## config.mk

```make
export PLATFORM = sky130hd
export DESIGN_NAME = circular_deque
export DESIGN_NICKNAME = d
export VERILOG_FILES = /design/src/rtl/cdq_pkg.sv /design/src/rtl/cdq_cell.sv /design/src/rtl/cdq_chain.sv /design/src/rtl/circular_deque.sv
export SDC_FILE = /design/constraint.sdc
export NUM_CORES = 2
export LEC_CHECK = 0
export BUFFER_PORTS_ARGS = -buffer_cell sky130_fd_sc_hd__buf_2
export CAP_MARGIN = 20
export CORE_MARGIN = 3
export CORE_UTILIZATION = 50
export CTS_CLUSTER_DIAMETER = 80
export DETAILED_ROUTE_END_ITERATION = 8
export PLACE_DENSITY_LB_ADDON = 0.2
export SLEW_MARGIN = 20
export SYNTH_ARGS = -nofsm -noshare
export SYNTH_HDL_FRONTEND = slang
export SYNTH_SLANG_ARGS = --single-unit
```

## constraint.sdc

```tcl
create_clock -name aclk -period 7.2 [get_ports aclk]
set_input_delay 0 -clock aclk [delete_from_list [all_inputs] [get_ports aclk]]
set_output_delay 0 -clock aclk [all_outputs]
set_load 0.02 [all_outputs]
```

## src/rtl/cdq_pkg.sv

```systemverilog
// shared types and codes for the circular deque
// no dependencies
package cdq_pkg;

    localparam int DATA_W = 32;

    localparam logic [1:0] MODE_PUSH_FRONT = 2'd0;
    localparam logic [1:0] MODE_PUSH_REAR  = 2'd1;
    localparam logic [1:0] MODE_POP_FRONT  = 2'd2;
    localparam logic [1:0] MODE_POP_REAR   = 2'd3;

    localparam logic [1:0] STATUS_DONE  = 2'd0;
    localparam logic [1:0] STATUS_FULL  = 2'd1;
    localparam logic [1:0] STATUS_EMPTY = 2'd2;

    // per-cycle command to every cell of one lane
    typedef struct packed {
        logic shift_up;    // insert at cell 0, everything moves one cell outward
        logic shift_down;  // drop cell 0, everything moves one cell inward
        logic load;        // write the cell whose index equals the fill count
    } cdq_ctrl_t;

endpackage

```

## src/rtl/cdq_cell.sv

```systemverilog
// one storage cell of a deque lane: holds a word, takes it from a neighbor or loads
// depends on cdq_pkg
module cdq_cell #(
    parameter int CNT_W = 5,
    parameter int IDX   = 0
) (
    input  logic                      aclk,
    input  cdq_pkg::cdq_ctrl_t        ctrl,
    input  logic [CNT_W-1:0]          cnt,
    input  logic [cdq_pkg::DATA_W-1:0] din,
    input  logic [cdq_pkg::DATA_W-1:0] lower_word,
    input  logic [cdq_pkg::DATA_W-1:0] upper_word,
    output logic [cdq_pkg::DATA_W-1:0] word
);

    logic [cdq_pkg::DATA_W-1:0] word_reg;

    always_ff @(posedge aclk) begin
        if (ctrl.shift_up) begin
            word_reg <= lower_word;
        end else if (ctrl.shift_down) begin
            word_reg <= upper_word;
        end else if (ctrl.load && (cnt == CNT_W'(IDX))) begin
            word_reg <= din;
        end
    end

    assign word = word_reg;

endmodule

```

## src/rtl/cdq_chain.sv

```systemverilog
// a lane of DEPTH cells; cell 0 holds the word at this lane's end of the deque
// depends on cdq_pkg and cdq_cell
module cdq_chain #(
    parameter int DEPTH = 16,
    parameter int CNT_W = 5
) (
    input  logic                       aclk,
    input  cdq_pkg::cdq_ctrl_t         ctrl,
    input  logic [CNT_W-1:0]           cnt,
    input  logic [cdq_pkg::DATA_W-1:0] din,
    output logic [cdq_pkg::DATA_W-1:0] word0,
    output logic [cdq_pkg::DATA_W-1:0] word1
);

    logic [cdq_pkg::DATA_W-1:0] words [DEPTH];

    for (genvar i = 0; i < DEPTH; i++) begin : g_cell
        logic [cdq_pkg::DATA_W-1:0] lower_w;
        logic [cdq_pkg::DATA_W-1:0] upper_w;

        if (i == 0) begin : g_first
            assign lower_w = din;
        end else begin : g_mid
            assign lower_w = words[i-1];
        end

        // last cell has no upper neighbor; whatever it keeps lies beyond the fill count
        if (i == DEPTH - 1) begin : g_last
            assign upper_w = words[i];
        end else begin : g_inner
            assign upper_w = words[i+1];
        end

        cdq_cell #(
            .CNT_W (CNT_W),
            .IDX   (i)
        ) u_cell (
            .aclk       (aclk),
            .ctrl       (ctrl),
            .cnt        (cnt),
            .din        (din),
            .lower_word (lower_w),
            .upper_word (upper_w),
            .word       (words[i])
        );
    end

    assign word0 = words[0];
    assign word1 = words[1];

endmodule

```

## src/rtl/circular_deque.sv

```systemverilog
// Double-ended queue of up to DEPTH unsigned 32-bit words. Each request on the s_ side
// (s_tuser selects push front, push rear, pop front or pop rear; s_tdata is the word)
// gives one result on the m_ side with the status, the front and rear words after the
// step (0 when empty) and the empty and full flags. The contents live twice, in two
// rows of DEPTH cells that move one cell per cycle: one row ordered from the front,
// one from the rear, so both ends are always read from cell 0 or cell 1. A request is
// taken every cycle while the sink keeps up, its result is registered for the next
// cycle, and a new request is taken while that result waits as long as the sink takes it
// in the same cycle. Depends on cdq_pkg, cdq_chain and cdq_cell.
module circular_deque #(
    parameter int DEPTH = 16
) (
    input  logic        aclk,
    input  logic        aresetn,
    input  logic        s_tvalid,
    output logic        s_tready,
    input  logic [31:0] s_tdata,   // data_value[31:0]
    input  logic [1:0]  s_tuser,   // mode[1:0]
    output logic        m_tvalid,
    input  logic        m_tready,
    output logic [63:0] m_tdata,   // front_value[31:0], rear_value[63:32]
    output logic [3:0]  m_tuser    // status[1:0], is_empty[2], is_full[3]
);

    localparam int CNT_W = $clog2(DEPTH + 1);
    localparam logic [CNT_W-1:0] FULL_CNT = CNT_W'(DEPTH);

    logic [CNT_W-1:0] cnt_reg, cnt_next;
    logic             m_tvalid_reg;
    logic [1:0]       status_reg, status_next;
    logic [31:0]      front_reg, front_next;
    logic [31:0]      rear_reg, rear_next;
    logic             empty_reg, empty_next;
    logic             full_reg, full_next;

    logic accept, is_push, is_empty_now, is_full_now, do_op;
    cdq_pkg::cdq_ctrl_t front_ctrl, rear_ctrl;
    logic [31:0] f0, f1, r0, r1;

    // no request is taken while in reset
    assign s_tready     = aresetn && (!m_tvalid_reg || m_tready);
    assign accept       = s_tvalid && s_tready;
    assign is_push      = (s_tuser == cdq_pkg::MODE_PUSH_FRONT) ||
                          (s_tuser == cdq_pkg::MODE_PUSH_REAR);
    assign is_empty_now = (cnt_reg == '0);
    assign is_full_now  = (cnt_reg == FULL_CNT);
    assign do_op        = accept && (is_push ? !is_full_now : !is_empty_now);

    // the front lane inserts at cell 0 on push front and loads at the fill count on push rear;
    // the rear lane does the mirror image
    always_comb begin
        front_ctrl = '0;
        rear_ctrl  = '0;
        if (do_op) begin
            case (s_tuser)
                cdq_pkg::MODE_PUSH_FRONT: begin
                    front_ctrl.shift_up = 1'b1;
                    rear_ctrl.load      = 1'b1;
                end
                cdq_pkg::MODE_PUSH_REAR: begin
                    front_ctrl.load     = 1'b1;
                    rear_ctrl.shift_up  = 1'b1;
                end
                cdq_pkg::MODE_POP_FRONT: begin
                    front_ctrl.shift_down = 1'b1;
                end
                cdq_pkg::MODE_POP_REAR: begin
                    rear_ctrl.shift_down = 1'b1;
                end
                default: begin
                    front_ctrl = '0;
                    rear_ctrl  = '0;
                end
            endcase
        end
    end

    cdq_chain #(
        .DEPTH (DEPTH),
        .CNT_W (CNT_W)
    ) u_front_chain (
        .aclk  (aclk),
        .ctrl  (front_ctrl),
        .cnt   (cnt_reg),
        .din   (s_tdata),
        .word0 (f0),
        .word1 (f1)
    );

    cdq_chain #(
        .DEPTH (DEPTH),
        .CNT_W (CNT_W)
    ) u_rear_chain (
        .aclk  (aclk),
        .ctrl  (rear_ctrl),
        .cnt   (cnt_reg),
        .din   (s_tdata),
        .word0 (r0),
        .word1 (r1)
    );

    always_comb begin
        cnt_next    = cnt_reg;
        status_next = cdq_pkg::STATUS_DONE;
        front_next  = f0;
        rear_next   = r0;
        if (is_push) begin
            if (is_full_now) begin
                status_next = cdq_pkg::STATUS_FULL;
            end else begin
                cnt_next = cnt_reg + CNT_W'(1);
                if (s_tuser == cdq_pkg::MODE_PUSH_FRONT) begin
                    front_next = s_tdata;
                    rear_next  = is_empty_now ? s_tdata : r0;
                end else begin
                    rear_next  = s_tdata;
                    front_next = is_empty_now ? s_tdata : f0;
                end
            end
        end else begin
            if (is_empty_now) begin
                status_next = cdq_pkg::STATUS_EMPTY;
            end else begin
                cnt_next = cnt_reg - CNT_W'(1);
                if (s_tuser == cdq_pkg::MODE_POP_FRONT) begin
                    front_next = f1;
                end else begin
                    rear_next = r1;
                end
            end
        end
        empty_next = (cnt_next == '0);
        full_next  = (cnt_next == FULL_CNT);
        if (empty_next) begin
            front_next = '0;
            rear_next  = '0;
        end
    end

    always_ff @(posedge aclk) begin
        if (!aresetn) begin
            cnt_reg      <= '0;
            m_tvalid_reg <= 1'b0;
        end else begin
            if (accept) begin
                cnt_reg      <= cnt_next;
                m_tvalid_reg <= 1'b1;
            end else if (m_tready) begin
                m_tvalid_reg <= 1'b0;
            end
        end
    end

    always_ff @(posedge aclk) begin
        if (accept) begin
            status_reg <= status_next;
            front_reg  <= front_next;
            rear_reg   <= rear_next;
            empty_reg  <= empty_next;
            full_reg   <= full_next;
        end
    end

    assign m_tvalid = m_tvalid_reg;
    assign m_tdata  = {rear_reg, front_reg};
    assign m_tuser  = {full_reg, empty_reg, status_reg};

endmodule
```

==> impl_metrics.tcl <==
set metrics [dict create \
    status "finished, final reports clean" \
    hold_violations 0 \
    synth_area_leader_cell "edfxtp_1" \
    vias 34000 \
    setup_viol 0 \
    cp.arrival_ps 5320 \
    fin_crit_ps 4860 \
    crit_family "simple AND/OR/NAND/NOR gates" \
    critical_path.startpoint "cnt_reg[0]" \
    grt_usage_pct 25.8 \
    worstPathCellList "inv_1, ha_1, or3b_1, buf_4, o2111ai_4, nor2_4, buf_12, mux2_2" \
    ys_types 60 \
    synth_seq_cells 1098 \
    min_path_type "in2reg" \
    p_leak_uw 0.0195 \
    cts-resized-gates 0 \
    grt_pass1_wl_um 212000 \
    maxCapViolCount 0 \
    postRouteAntennaNets 0 \
    io_pins 108 \
    crit_path_end_kind "register" \
    crit_required_ps 7660 \
    synth_area_leaders "edfxtp_1, mux2i_1, a221o_1" \
    routed_wl_um 141000 \
    dieArea_um2 106000 \
    drc 0 \
    maxSlewHeadroom_pct 23.0 \
    top_layer "met4" \
    worst_slew_pin_slew_ps 1150 \
    clock_skew_ps 22.3 \
    clockBufferDepth 3 \
    dieHeight_um 326 \
    area_growth_pct 12.0 \
    drive_gt1_share_pct 17.0 \
    rsz0062_at_grt "false" \
    finalCritPeriodShare_pct 67.4 \
    hp-start "s_tuser[1]" \
    path_class "reg2reg" \
    cts_setup_buffers 0 \
    finalSetupTns_ps 0 \
    cp-start-kind "register" \
    clkLatencyLatePin_ps 710 \
    yosysTopAreaCellShare_pct 63.9 \
    final_nets 3484 \
    holdWs_ps 122 \
    syn_area_um2 51300 \
    path_max_fanout 169 \
    ys.flop_type "edfxtp_1" \
    clk_pin_slew_worst_paths_ps 70 \
    ys_seq_area_share_pct 64.2 \
    crit_path_max_incr_delay_ps 990 \
    grt-ovfl-total 0 \
    met3_wirelength_um 13500 \
    cts_tree "built" \
    async_flop_share_pct 0 \
    synthCells 3479 \
    cts.sinks 1098 \
    core.rowCount 116 \
    drt_pass1_iterations 6 \
    start_util_pct 50.8 \
    die_w_um 326 \
    viasPerCell 6.94 \
    antenna_found_initial 14 \
    critical_path_buf_inv_count 3 \
    slew_violations 0 \
    drt-met1-wl_um 63400 \
    wl_per_cell_um 28.7 \
    grt_pass1_vias 32300 \
    power_density_nw_per_um2 269 \
    htree_num_levels 3 \
    fmax_mhz 206 \
    synth_most_common_cell "edfxtp_1" \
    route.met2.wl_um 60800 \
    synth-edff-count 1092 \
    synth_commonest_cells "edfxtp_1, a21oi_1, mux2i_1" \
    cts_buffers 113 \
    grt_max_degree 170 \
    gp_congestion 0.801 \
    root_buffer "clkbuf_16" \
    drtIter0Drc 4714 \
    syn-num-nets 3523 \
    ys.warnings.count 0 \
    nFillCells 7863 \
    hpwl_um 86600 \
    syn_avg_cell_area_um2 14.7 \
    critical-path-slowest-cell "nor2_4" \
    port_buffers 107 \
    r2r_start "cnt_reg[0]" \
    core_area_um2 101000 \
    irDropWorstVdd_mv 0.205 \
]
-- cells in the final DEF, fill, tap and decap left out, drive strengths merged, types with 2 or more instances in the layout --
cell / count
nand2: 16
or3b: 2
bufinv: 13
dlygate4sd3: 35
nor2: 13
diode: 6
clkinv: 67
and3b: 2
mux2: 127
o32ai: 31
clkbuf: 128
o21ai: 38
a311oi: 96
a21boi: 31
nor3: 16
and3: 3
or3: 3
nand3: 23
edfxtp: 1092
inv: 41
o211ai: 2
mux2i: 449
buf: 194
nor2b: 4
nor4b: 2
or2: 2
o211a: 2
ha: 6
a31oi: 15
dfxtp: 6
nor3b: 2
a21oi: 517
clkinvlp: 4
a211oi: 96
nand2b: 8
a221o: 434
-- area by class of cell --
| class | instances | area, um^2 | area share (%) |
|---|---|---|---|
| Clock inverter | 84 | 792 | 1.38 |
| Tap cell | 1357 | 1700 | 2.96 |
| Multi-Input combinational cell | 1957 | 16900 | 29.4 |
| Inverter | 41 | 156 | 0.272 |
| Timing Repair Buffer | 229 | 2090 | 3.63 |
| Sequential cell | 1098 | 32900 | 57.3 |
| Antenna cell | 6 | 15.0 | 0.0261 |
| Clock buffer | 128 | 2880 | 5.02 |
-- cell families (layout without fill, tap and decap cells) --
family	Yosys count	after routing	synth area share (%)
buffers and inverters	424	482	3.86
XOR/XNOR	2	2	0.0342
other	0	6	0
flip-flops	1098	1098	64.2
AO/OA/AOI/OAI	1271	1271	19.2
AND/OR/NAND/NOR	102	102	1.08
adder cells (fa/ha/maj)	6	6	0.146
multiplexers	576	576	11.6
-- per-layer routing --
metal | up-vias | GRT usage (%)
met2 | 1787 | 37.1
met4 | 0 | 6.58
met1 | 17500 | 39.9
li1 | 14500 | -
met3 | 233 | 5.33
met5 | - | 0
-- per-stage QoR --
stage	cell area [um^2]	power, uW	instances	worst slack (ps)	utilization, %
after detailed placement	53400	9620	4646	2530	52.9
after CTS	57400	15500	4893	2550	56.9
after global routing	57400	15900	4894	2140	56.9
after floorplan	51300	8920	3479	2570	-
final	57400	15400	4900	2340	56.9
after global placement	52700	9500	4622	2650	52.2
-- where the power goes --
| group | switching (uW) | internal, uW | total, uW |
|---|---|---|---|
| Sequential | 166 | 7440 | 7600 |
| Combinational | 1300 | 635 | 1940 |
| Clock | 2540 | 3340 | 5880 |
| Total | 4010 | 11400 | 15400 |
-- path summary, 6_finish.rpt --
check             cells past startpoint                                 endpoint  slack (ps)
hold reg to reg                       1  u_front_chain.g_cell[14].u_cell.word[9]         550
setup / recovery                      8  u_front_chain.g_cell[15].u_cell.word[6]        2340
hold / removal                        3    u_rear_chain.g_cell[1].u_cell.word[1]         120
setup reg to reg                      8  u_front_chain.g_cell[15].u_cell.word[6]        2340
-- timing repair --
action	4_1_cts	5_1_grt
endpoints found under the hold margin	315	0
setup endpoints to repair	0	0
hold buffers	35	0
-- worst reg2reg max path: cells and delay by family, from the launching register on --
family / cells / cell delay, ps
AND/OR/NAND/NOR: 2 / 1380
multiplexers: 1 / 590
flip-flops: 1 / 540
buffers and inverters: 3 / 1230
adder cells (fa/ha/maj): 1 / 330
AO/OA/AOI/OAI: 1 / 530
No activity file was read; power rests on OpenSTA's default activity.
